--- src/ahc_pkg.sv ---
// ----------------------------------------------------------------------------
// ahc_pkg
// Types and constants of the autorange heatmap colorizer.
// ----------------------------------------------------------------------------
`timescale 1ns / 1ps
`default_nettype none

package ahc_pkg;

  localparam int unsigned SAMPLE_BITS = 16;
  localparam int unsigned COORD_BITS  = 7;
  localparam int unsigned CHAN_BITS   = 8;
  localparam int unsigned HUE_BITS    = 14;
  localparam int unsigned NUM_BITS    = SAMPLE_BITS + HUE_BITS;
  localparam int unsigned CFG_IDX_BITS = 2;

  // full hue scale is 15360 = 16384 - 1024
  localparam int unsigned HUE_FULL_SHIFT_HI = 14;
  localparam int unsigned HUE_FULL_SHIFT_LO = 10;

  localparam logic [CFG_IDX_BITS-1:0] REG_RANGE_LOW  = 2'd0;
  localparam logic [CFG_IDX_BITS-1:0] REG_RANGE_HIGH = 2'd1;

  typedef struct packed {
    logic [COORD_BITS-1:0]         col;
    logic [COORD_BITS-1:0]         row;
    logic signed [SAMPLE_BITS-1:0] sample;
  } ahc_item_t;

  typedef struct packed {
    logic [COORD_BITS-1:0] pixel_col;
    logic [COORD_BITS-1:0] pixel_row;
    logic [CHAN_BITS-1:0]  red;
    logic [CHAN_BITS-1:0]  green;
    logic [CHAN_BITS-1:0]  blue;
  } ahc_pixel_t;

  typedef struct packed {
    logic start;
  } ahc_div_ctrl_t;

  typedef struct packed {
    logic busy;
    logic done;
  } ahc_div_stat_t;

endpackage

`default_nettype wire

--- src/ahc_divider.sv ---
// ----------------------------------------------------------------------------
// ahc_divider
// Restoring divider, one quotient bit per cycle, for the hue scale.
// ----------------------------------------------------------------------------
`timescale 1ns / 1ps
`default_nettype none

module ahc_divider
  import ahc_pkg::*;
(
  input  wire logic                   clk_i,
  input  wire logic                   rst_ni,
  input  wire ahc_div_ctrl_t          ctrl_i,
  input  wire logic [NUM_BITS-1:0]    numer_i,
  input  wire logic [SAMPLE_BITS-1:0] denom_i,
  output      ahc_div_stat_t          stat_o,
  output      logic [HUE_BITS-1:0]    quot_o
);

  localparam int unsigned CNT_BITS = $clog2(HUE_BITS + 1);

  logic [SAMPLE_BITS-1:0] rem_q, rem_d;
  logic [SAMPLE_BITS-1:0] den_q, den_d;
  logic [HUE_BITS-1:0]    shf_q, shf_d;
  logic [CNT_BITS-1:0]    cnt_q, cnt_d;
  logic                   busy_q, busy_d;
  logic                   done_q, done_d;
  logic [SAMPLE_BITS+1:0] trial;

  // the numerator top half is already below the divisor
  assign trial = {1'b0, rem_q, shf_q[HUE_BITS-1]} - {2'b00, den_q};

  always_comb begin
    rem_d  = rem_q;
    den_d  = den_q;
    shf_d  = shf_q;
    cnt_d  = cnt_q;
    busy_d = busy_q;
    done_d = 1'b0;
    if (ctrl_i.start) begin
      rem_d  = numer_i[NUM_BITS-1:HUE_BITS];
      shf_d  = numer_i[HUE_BITS-1:0];
      den_d  = denom_i;
      cnt_d  = CNT_BITS'(HUE_BITS);
      busy_d = 1'b1;
    end else if (busy_q) begin
      if (trial[SAMPLE_BITS+1]) begin
        rem_d = {rem_q[SAMPLE_BITS-2:0], shf_q[HUE_BITS-1]};
        shf_d = {shf_q[HUE_BITS-2:0], 1'b0};
      end else begin
        rem_d = trial[SAMPLE_BITS-1:0];
        shf_d = {shf_q[HUE_BITS-2:0], 1'b1};
      end
      cnt_d = cnt_q - CNT_BITS'(1);
      if (cnt_q == CNT_BITS'(1)) begin
        busy_d = 1'b0;
        done_d = 1'b1;
      end
    end
  end

  always_ff @(posedge clk_i or negedge rst_ni) begin
    if (!rst_ni) begin
      cnt_q  <= '0;
      busy_q <= 1'b0;
      done_q <= 1'b0;
    end else begin
      cnt_q  <= cnt_d;
      busy_q <= busy_d;
      done_q <= done_d;
    end
  end

  always_ff @(posedge clk_i) begin
    rem_q <= rem_d;
    den_q <= den_d;
    shf_q <= shf_d;
  end

  assign stat_o.busy = busy_q;
  assign stat_o.done = done_q;
  assign quot_o      = shf_q;

endmodule

`default_nettype wire

--- src/ahc_colour.sv ---
// ----------------------------------------------------------------------------
// ahc_colour
// Maps a hue in 1/64 degree to red, green and blue at full saturation.
// ----------------------------------------------------------------------------
`timescale 1ns / 1ps
`default_nettype none

module ahc_colour
  import ahc_pkg::*;
(
  input  wire logic [HUE_BITS-1:0]  hue_i,
  input  wire logic                 flat_i,
  output      logic [CHAN_BITS-1:0] red_o,
  output      logic [CHAN_BITS-1:0] green_o,
  output      logic [CHAN_BITS-1:0] blue_o
);

  localparam int unsigned FRAC_BITS = 12;
  localparam logic [HUE_BITS-1:0] HUE_SECTOR = 14'd3840;
  localparam logic [CHAN_BITS-1:0] CHAN_FULL = 8'd255;

  localparam logic [2:0] SECT_RED_YEL = 3'd0;
  localparam logic [2:0] SECT_YEL_GRN = 3'd1;
  localparam logic [2:0] SECT_GRN_CYN = 3'd2;
  localparam logic [2:0] SECT_CYN_BLU = 3'd3;
  localparam logic [2:0] SECT_BLU_MAG = 3'd4;

  logic [2:0]           sect;
  logic [HUE_BITS-1:0]  base;
  logic [FRAC_BITS-1:0] frac;
  logic [FRAC_BITS-1:0] ramp_in;
  logic [15:0]          prod;
  logic [CHAN_BITS-1:0] ramp;

  always_comb begin
    if (hue_i >= 4 * HUE_SECTOR) begin
      sect = SECT_BLU_MAG;
      base = HUE_BITS'(4 * HUE_SECTOR);
    end else if (hue_i >= 3 * HUE_SECTOR) begin
      sect = SECT_CYN_BLU;
      base = HUE_BITS'(3 * HUE_SECTOR);
    end else if (hue_i >= 2 * HUE_SECTOR) begin
      sect = SECT_GRN_CYN;
      base = HUE_BITS'(2 * HUE_SECTOR);
    end else if (hue_i >= HUE_SECTOR) begin
      sect = SECT_YEL_GRN;
      base = HUE_SECTOR;
    end else begin
      sect = SECT_RED_YEL;
      base = '0;
    end
  end

  assign frac    = FRAC_BITS'(hue_i - base);
  assign ramp_in = sect[0] ? (FRAC_BITS'(HUE_SECTOR) - frac) : frac;
  // 255/3840 is exactly 17/256
  assign prod    = {4'd0, ramp_in} + {ramp_in, 4'd0};
  assign ramp    = prod[15:8];

  always_comb begin
    red_o   = '0;
    green_o = '0;
    blue_o  = CHAN_FULL;
    if (!flat_i) begin
      case (sect)
        SECT_RED_YEL: begin
          red_o = CHAN_FULL; green_o = ramp; blue_o = '0;
        end
        SECT_YEL_GRN: begin
          red_o = ramp; green_o = CHAN_FULL; blue_o = '0;
        end
        SECT_GRN_CYN: begin
          red_o = '0; green_o = CHAN_FULL; blue_o = ramp;
        end
        SECT_CYN_BLU: begin
          red_o = '0; green_o = ramp; blue_o = CHAN_FULL;
        end
        default: begin
          red_o = ramp; green_o = '0; blue_o = CHAN_FULL;
        end
      endcase
    end
  end

endmodule

`default_nettype wire

--- src/autorange_heatmap_colorizer.sv ---
// Each request passes widen, scale, the 14 steps of the single restoring divider,
// its done flag and colour before the block returns to idle and takes the next one.
// A waiting result holds the colour step, so it delays the result behind it.
// Reset (asynchronous, active low) clears the running range to 0..0 and
// empties the output register; no clearing pass is needed.
// ----------------------------------------------------------------------------
// autorange_heatmap_colorizer
// Widens a running min/max per sample and maps the sample to a blue-to-red hue.
// ----------------------------------------------------------------------------
`timescale 1ns / 1ps
`default_nettype none

module autorange_heatmap_colorizer
  import ahc_pkg::*;
#(
  parameter int unsigned GRID_SIZE = 128
) (
  input  wire logic                    clk_i,
  input  wire logic                    rst_ni,
  input  wire logic                    in_valid_i,
  output      logic                    in_ready_o,
  input  wire ahc_item_t               in_data_i,
  output      logic                    out_valid_o,
  input  wire logic                    out_ready_i,
  output      ahc_pixel_t              out_data_o,
  input  wire logic                    cfg_valid_i,
  output      logic                    cfg_ready_o,
  input  wire logic [CFG_IDX_BITS-1:0] cfg_index_i,
  input  wire logic [SAMPLE_BITS-1:0]  cfg_data_i
);

  typedef enum logic [4:0] {
    ST_IDLE   = 5'b00001,
    ST_WIDEN  = 5'b00010,
    ST_SCALE  = 5'b00100,
    ST_DIVIDE = 5'b01000,
    ST_COLOUR = 5'b10000
  } state_e;

  localparam int unsigned COORD_SPAN = 1 << COORD_BITS;

  // coordinate wrap by restoring subtraction of shifted grid sizes
  function automatic logic [COORD_BITS-1:0] wrap_coord(input logic [COORD_BITS-1:0] v);
    logic [COORD_BITS-1:0] r;
    int unsigned           k;
    r = v;
    if (GRID_SIZE < COORD_SPAN) begin
      for (k = COORD_BITS; k > 0; k--) begin
        if (32'(r) >= (32'(GRID_SIZE) << (k - 1))) begin
          r = r - COORD_BITS'(32'(GRID_SIZE) << (k - 1));
        end
      end
    end
    return r;
  endfunction

  state_e state_q, state_d;

  logic signed [SAMPLE_BITS-1:0] min_q, min_d;
  logic signed [SAMPLE_BITS-1:0] max_q, max_d;
  ahc_item_t                     item_q, item_d;
  logic                          flat_q, flat_d;
  logic                          out_valid_q, out_valid_d;
  ahc_pixel_t                    out_q, out_d;

  ahc_div_ctrl_t          div_ctrl;
  ahc_div_stat_t          div_stat;
  logic [HUE_BITS-1:0]    hue;
  logic [SAMPLE_BITS:0]   span_w;
  logic [SAMPLE_BITS:0]   diff_w;
  logic [NUM_BITS-1:0]    numer;
  logic [CHAN_BITS-1:0]   red, green, blue;
  logic                   in_fire, cfg_fire, out_free;

  assign in_ready_o  = (state_q == ST_IDLE);
  assign cfg_ready_o = 1'b1;
  assign in_fire     = in_valid_i && in_ready_o;
  assign cfg_fire    = cfg_valid_i && cfg_ready_o;
  assign out_free    = !out_valid_q || out_ready_i;

  // both differences are non-negative once the range holds the sample
  assign span_w = {max_q[SAMPLE_BITS-1], max_q} - {min_q[SAMPLE_BITS-1], min_q};
  assign diff_w = {max_q[SAMPLE_BITS-1], max_q}
                - {item_q.sample[SAMPLE_BITS-1], item_q.sample};
  assign numer  = (NUM_BITS'(diff_w[SAMPLE_BITS-1:0]) << HUE_FULL_SHIFT_HI)
                - (NUM_BITS'(diff_w[SAMPLE_BITS-1:0]) << HUE_FULL_SHIFT_LO);

  assign div_ctrl.start = (state_q == ST_SCALE);

  ahc_divider i_divider (
    .clk_i   (clk_i),
    .rst_ni  (rst_ni),
    .ctrl_i  (div_ctrl),
    .numer_i (numer),
    .denom_i (span_w[SAMPLE_BITS-1:0]),
    .stat_o  (div_stat),
    .quot_o  (hue)
  );

  ahc_colour i_colour (
    .hue_i   (hue),
    .flat_i  (flat_q),
    .red_o   (red),
    .green_o (green),
    .blue_o  (blue)
  );

  always_comb begin
    state_d     = state_q;
    min_d       = min_q;
    max_d       = max_q;
    item_d      = item_q;
    flat_d      = flat_q;
    out_valid_d = out_valid_q;
    out_d       = out_q;

    if (out_valid_q && out_ready_i) begin
      out_valid_d = 1'b0;
    end

    case (state_q)
      ST_IDLE: begin
        if (in_fire) begin
          item_d.col    = wrap_coord(in_data_i.col);
          item_d.row    = wrap_coord(in_data_i.row);
          item_d.sample = in_data_i.sample;
          state_d       = ST_WIDEN;
        end
      end
      ST_WIDEN: begin
        if (item_q.sample < min_q) begin
          min_d = item_q.sample;
        end
        if (item_q.sample > max_q) begin
          max_d = item_q.sample;
        end
        state_d = ST_SCALE;
      end
      ST_SCALE: begin
        flat_d  = (max_q == min_q);
        state_d = ST_DIVIDE;
      end
      ST_DIVIDE: begin
        if (div_stat.done) begin
          state_d = ST_COLOUR;
        end
      end
      ST_COLOUR: begin
        if (out_free) begin
          out_d.pixel_col = item_q.col;
          out_d.pixel_row = item_q.row;
          out_d.red       = red;
          out_d.green     = green;
          out_d.blue      = blue;
          out_valid_d     = 1'b1;
          state_d         = ST_IDLE;
        end
      end
      default: begin
        state_d = ST_IDLE;
      end
    endcase

    // range writes reload the running extremes
    if (cfg_fire) begin
      case (cfg_index_i)
        REG_RANGE_LOW:  min_d = cfg_data_i;
        REG_RANGE_HIGH: max_d = cfg_data_i;
        default: begin
        end
      endcase
    end
  end

  always_ff @(posedge clk_i or negedge rst_ni) begin
    if (!rst_ni) begin
      state_q     <= ST_IDLE;
      min_q       <= '0;
      max_q       <= '0;
      out_valid_q <= 1'b0;
    end else begin
      state_q     <= state_d;
      min_q       <= min_d;
      max_q       <= max_d;
      out_valid_q <= out_valid_d;
    end
  end

  always_ff @(posedge clk_i) begin
    item_q <= item_d;
    flat_q <= flat_d;
    out_q  <= out_d;
  end

  assign out_valid_o = out_valid_q;
  assign out_data_o  = out_q;

endmodule

`default_nettype wire

--- config.mk ---
export PLATFORM = sky130hd
export DESIGN_NAME = autorange_heatmap_colorizer
export DESIGN_NICKNAME = d
export VERILOG_FILES = /design/src/ahc_pkg.sv /design/src/ahc_divider.sv /design/src/ahc_colour.sv /design/src/autorange_heatmap_colorizer.sv
export SDC_FILE = /design/constraint.sdc
export NUM_CORES = 1
export LEC_CHECK = 0
export ABC_AREA = 1
export BUFFER_PORTS_ARGS = -buffer_cell sky130_fd_sc_hd__buf_2
export CAP_MARGIN = 15
export CORE_AREA = 2 2 146 120
export DETAILED_ROUTE_END_ITERATION = 7
export DIE_AREA = 0 0 148 122
export HOLD_SLACK_MARGIN = 0.08
export PLACE_DENSITY = 0.85
export SLEW_MARGIN = 10
export SYNTH_ARGS = -nofsm -noshare
export SYNTH_HDL_FRONTEND = slang
export SYNTH_SLANG_ARGS = --single-unit
--- constraint.sdc ---
create_clock -name clk_i -period 5.33 [get_ports clk_i]
set_input_delay 0.7995 -clock clk_i [delete_from_list [all_inputs] [get_ports clk_i]]
set_output_delay 0.7995 -clock clk_i [all_outputs]
set_load 0.05 [all_outputs]
==> impl_metrics.toml <==
[run_status]
outcome = "finished, final reports clean"

[synthesis]
synth_top_flop_cell = "edfxtp_1"
synth_top_cell_area_share_pct = 32.6
synth.distinct_cells = 49
synthArstFlopShare_pct = 27.7
syn-num-nets = 1418
ys_ff_latch = 159
synth_area_leaders = "edfxtp_1, ha_1, dfrtp_1"
synthTopCellsByCount = "nand2_1, inv_1, nor2_1"
yosysTopAreaCell = "edfxtp_1"
syn_inst = 1273
yosysMostFrequentCell = "nand2_1"
ys_seq_area_share_pct = 43.0
synthesis.area_um2 = 10600
syn_avg_cell_area_um2 = 8.32
yosysWarningCount = 0
synth_edf_count = 115

[setup_path]
cp-start-kind = "flop"
crit_slowest_cell = "edfxtp_1"
worstPathCellList = "inv_1, nand2_1, a21oi_4, nand2_8, nand2_8, inv_4, ha_1, inv_1, fa_1, nand2_1, nor2_1, nor2_2, xor2_2, inv_1, ha_1, a21oi_1, inv_1, a31oi_1, nand2_1, nand2_1, nand2_1, o21ai_0, inv_1"
path_buf_inv = 6
critPathKind = "flop to flop"
critPathTopFamily = "adder cells"
crit_required_ns = 5.52
worstPathMaxFanout = 10
slowest_delay_ns = 0.50
end_kind = "flop"
worstPathArrival_ns = 4.40

[cts]
root_buffer = "clkbuf_16"
post_cts_buffers = 0
worstSkewPairLatency_ns = 0.44
cts_hold_buf = 0
numCtsBuffers = 17
clock-sinks = 159
cts.clk_slew.worst_paths_ns = 0.07
htree_num_levels = 4
cts_resized = 0
cts_tree = "yes"
clk_path_buf_depth = 2

[drt]
drc = 0
initialDrtViolationCount = 929
post_drt_wl_per_cell_um = 15.5
wl_um = 24900
dr.pass1.iters = 8
via_per_inst = 5.68
num_vias = 9096
antenna_left = 0

[floorplanning]
ioPinCount = 94
core_um2 = 16800
rows = 43
dieArea_um2 = 18100
die_y_um = 122
initial_core_util_pct = 63.1
die_w_um = 148

[final_layout]
fin_nets = 1509
drive_gt1_share_pct = 11.4
syn_to_final_growth_pct = 12.3
antenna_cells = 0

[timing]
finalCriticalPeriod_ns = 4.21
finalCritPeriodShare_pct = 78.9
rsz0062_at_grt = "no"
max_slew.worst_pin.slew_ns = 1.05
setup_viol = 0
finalHoldViolations = 0
drv_slew = 0
setup_tns_ns = 0
clock_skew_ns = 0.0162
max-slew-margin-rel_pct = 29.8
max_freq_ghz = 0.238

[worst_hold_path]
min_path_type = "flop to flop"

[job]
cap_violations = 0

[placed_design]
gp_congestion = 0.952
portBuffers = 92
hpwlAfterDp_um = 18300

[grt]
grt_pass1_wl_um = 40600
grt_pass1_vias = 8447
grt_overflow_total = 0
grt.total_usage_pct = 28.0
grt_max_degree = 56
antenna_found_initial = 0
-- routing by layer --
layer  track usage (%)  vias to the layer above  wire (um)
li1                  -                     4471          -
met1              40.3                     4207      11400
met2              44.8                      391      11500
met3              4.68                       27       1610
met4              6.61                        0        330
met5                 0                        -          0
-- worst paths after layout --
kind                                          start                to  slack (ns)  depth (start not counted)
worst max-delay path            i_divider.quot_o[9]    out_data_o[19]        1.12                         23
worst min-delay path                     item_q[29]    out_data_o[37]        0.42                          0
worst max register to register  i_divider.quot_o[9]    out_data_o[19]        1.12                         23
max in group asynchronous                    rst_ni  i_divider.busy_q        4.15                          1
worst min register to register           item_q[29]    out_data_o[37]        0.42                          0
min in group asynchronous                    rst_ni          min_q[9]        0.53                          1
-- cells by family after synthesis --
logic type      share of synthesized area (%)
simple gates                             19.9
other cells                            0.0354
compound gates                           13.3
xor+xnor                                 4.76
fa+ha+maj                                11.1
flops                                    43.0
buf+inv                                  7.82
-- per-stage QoR --
step                      std cells  hold WS (ns)  setup WS (ns)  area, um2  utilization (%)
after floorplan                1273         0.400           1.15      10600                -
after detailed placement       1570         0.405           1.31      11300             67.2
after CTS                      1602         0.421           1.19      11900             70.9
after global routing           1602         0.427          0.820      11900             70.9
final                          1602         0.420           1.12      11900             70.9
after global placement         1570         0.401           1.43      11300             67.2
-- placed cells by master, fill, tap and decap left out, drive strengths merged, types with 3 or more instances in the layout --
| master | instances |
|---|---|
| fa | 4 |
| nand4 | 25 |
| a31oi | 9 |
| a21o | 5 |
| nand2 | 242 |
| inv | 199 |
| ha | 88 |
| nor2 | 120 |
| edfxtp | 115 |
| o21a | 4 |
| o21ai | 113 |
| a21boi | 3 |
| xor2 | 39 |
| o31ai | 4 |
| o21bai | 3 |
| xnor2 | 16 |
| nor4 | 3 |
| clkbuf | 17 |
| clkinv | 7 |
| nor3 | 17 |
| o211ai | 4 |
| buf | 96 |
| nand3b | 5 |
| a21oi | 113 |
| nand3 | 72 |
| dfrtp | 43 |
-- registers in the layout (all words and copies together), names as in the netlist, 4 cells and up --
| signal | cells |
|---|---|
| out_data_o | 38 |
| item_q | 30 |
| i_divider.den_q | 16 |
| i_divider.rem_q | 16 |
| max_q | 16 |
| min_q | 16 |
| i_divider.quot_o | 14 |
| state_q | 5 |
| i_divider.cnt_q | 4 |
-- layout make-up --
| class | count | area (um2) |
|---|---|---|
| fillers | 1258 | 4880 |
| clock inverters | 15 | 193 |
| clock buffers | 17 | 425 |
| repair buffers | 96 | 490 |
| flip-flops and latches | 159 | 4560 |
| inverters | 193 | 727 |
| well taps | 225 | 282 |
| multi-input cells | 897 | 5230 |
Power is left out: the tool's default activity adds up to more than one toggle a clock period on the data nets, which glitch-free logic cannot reach.
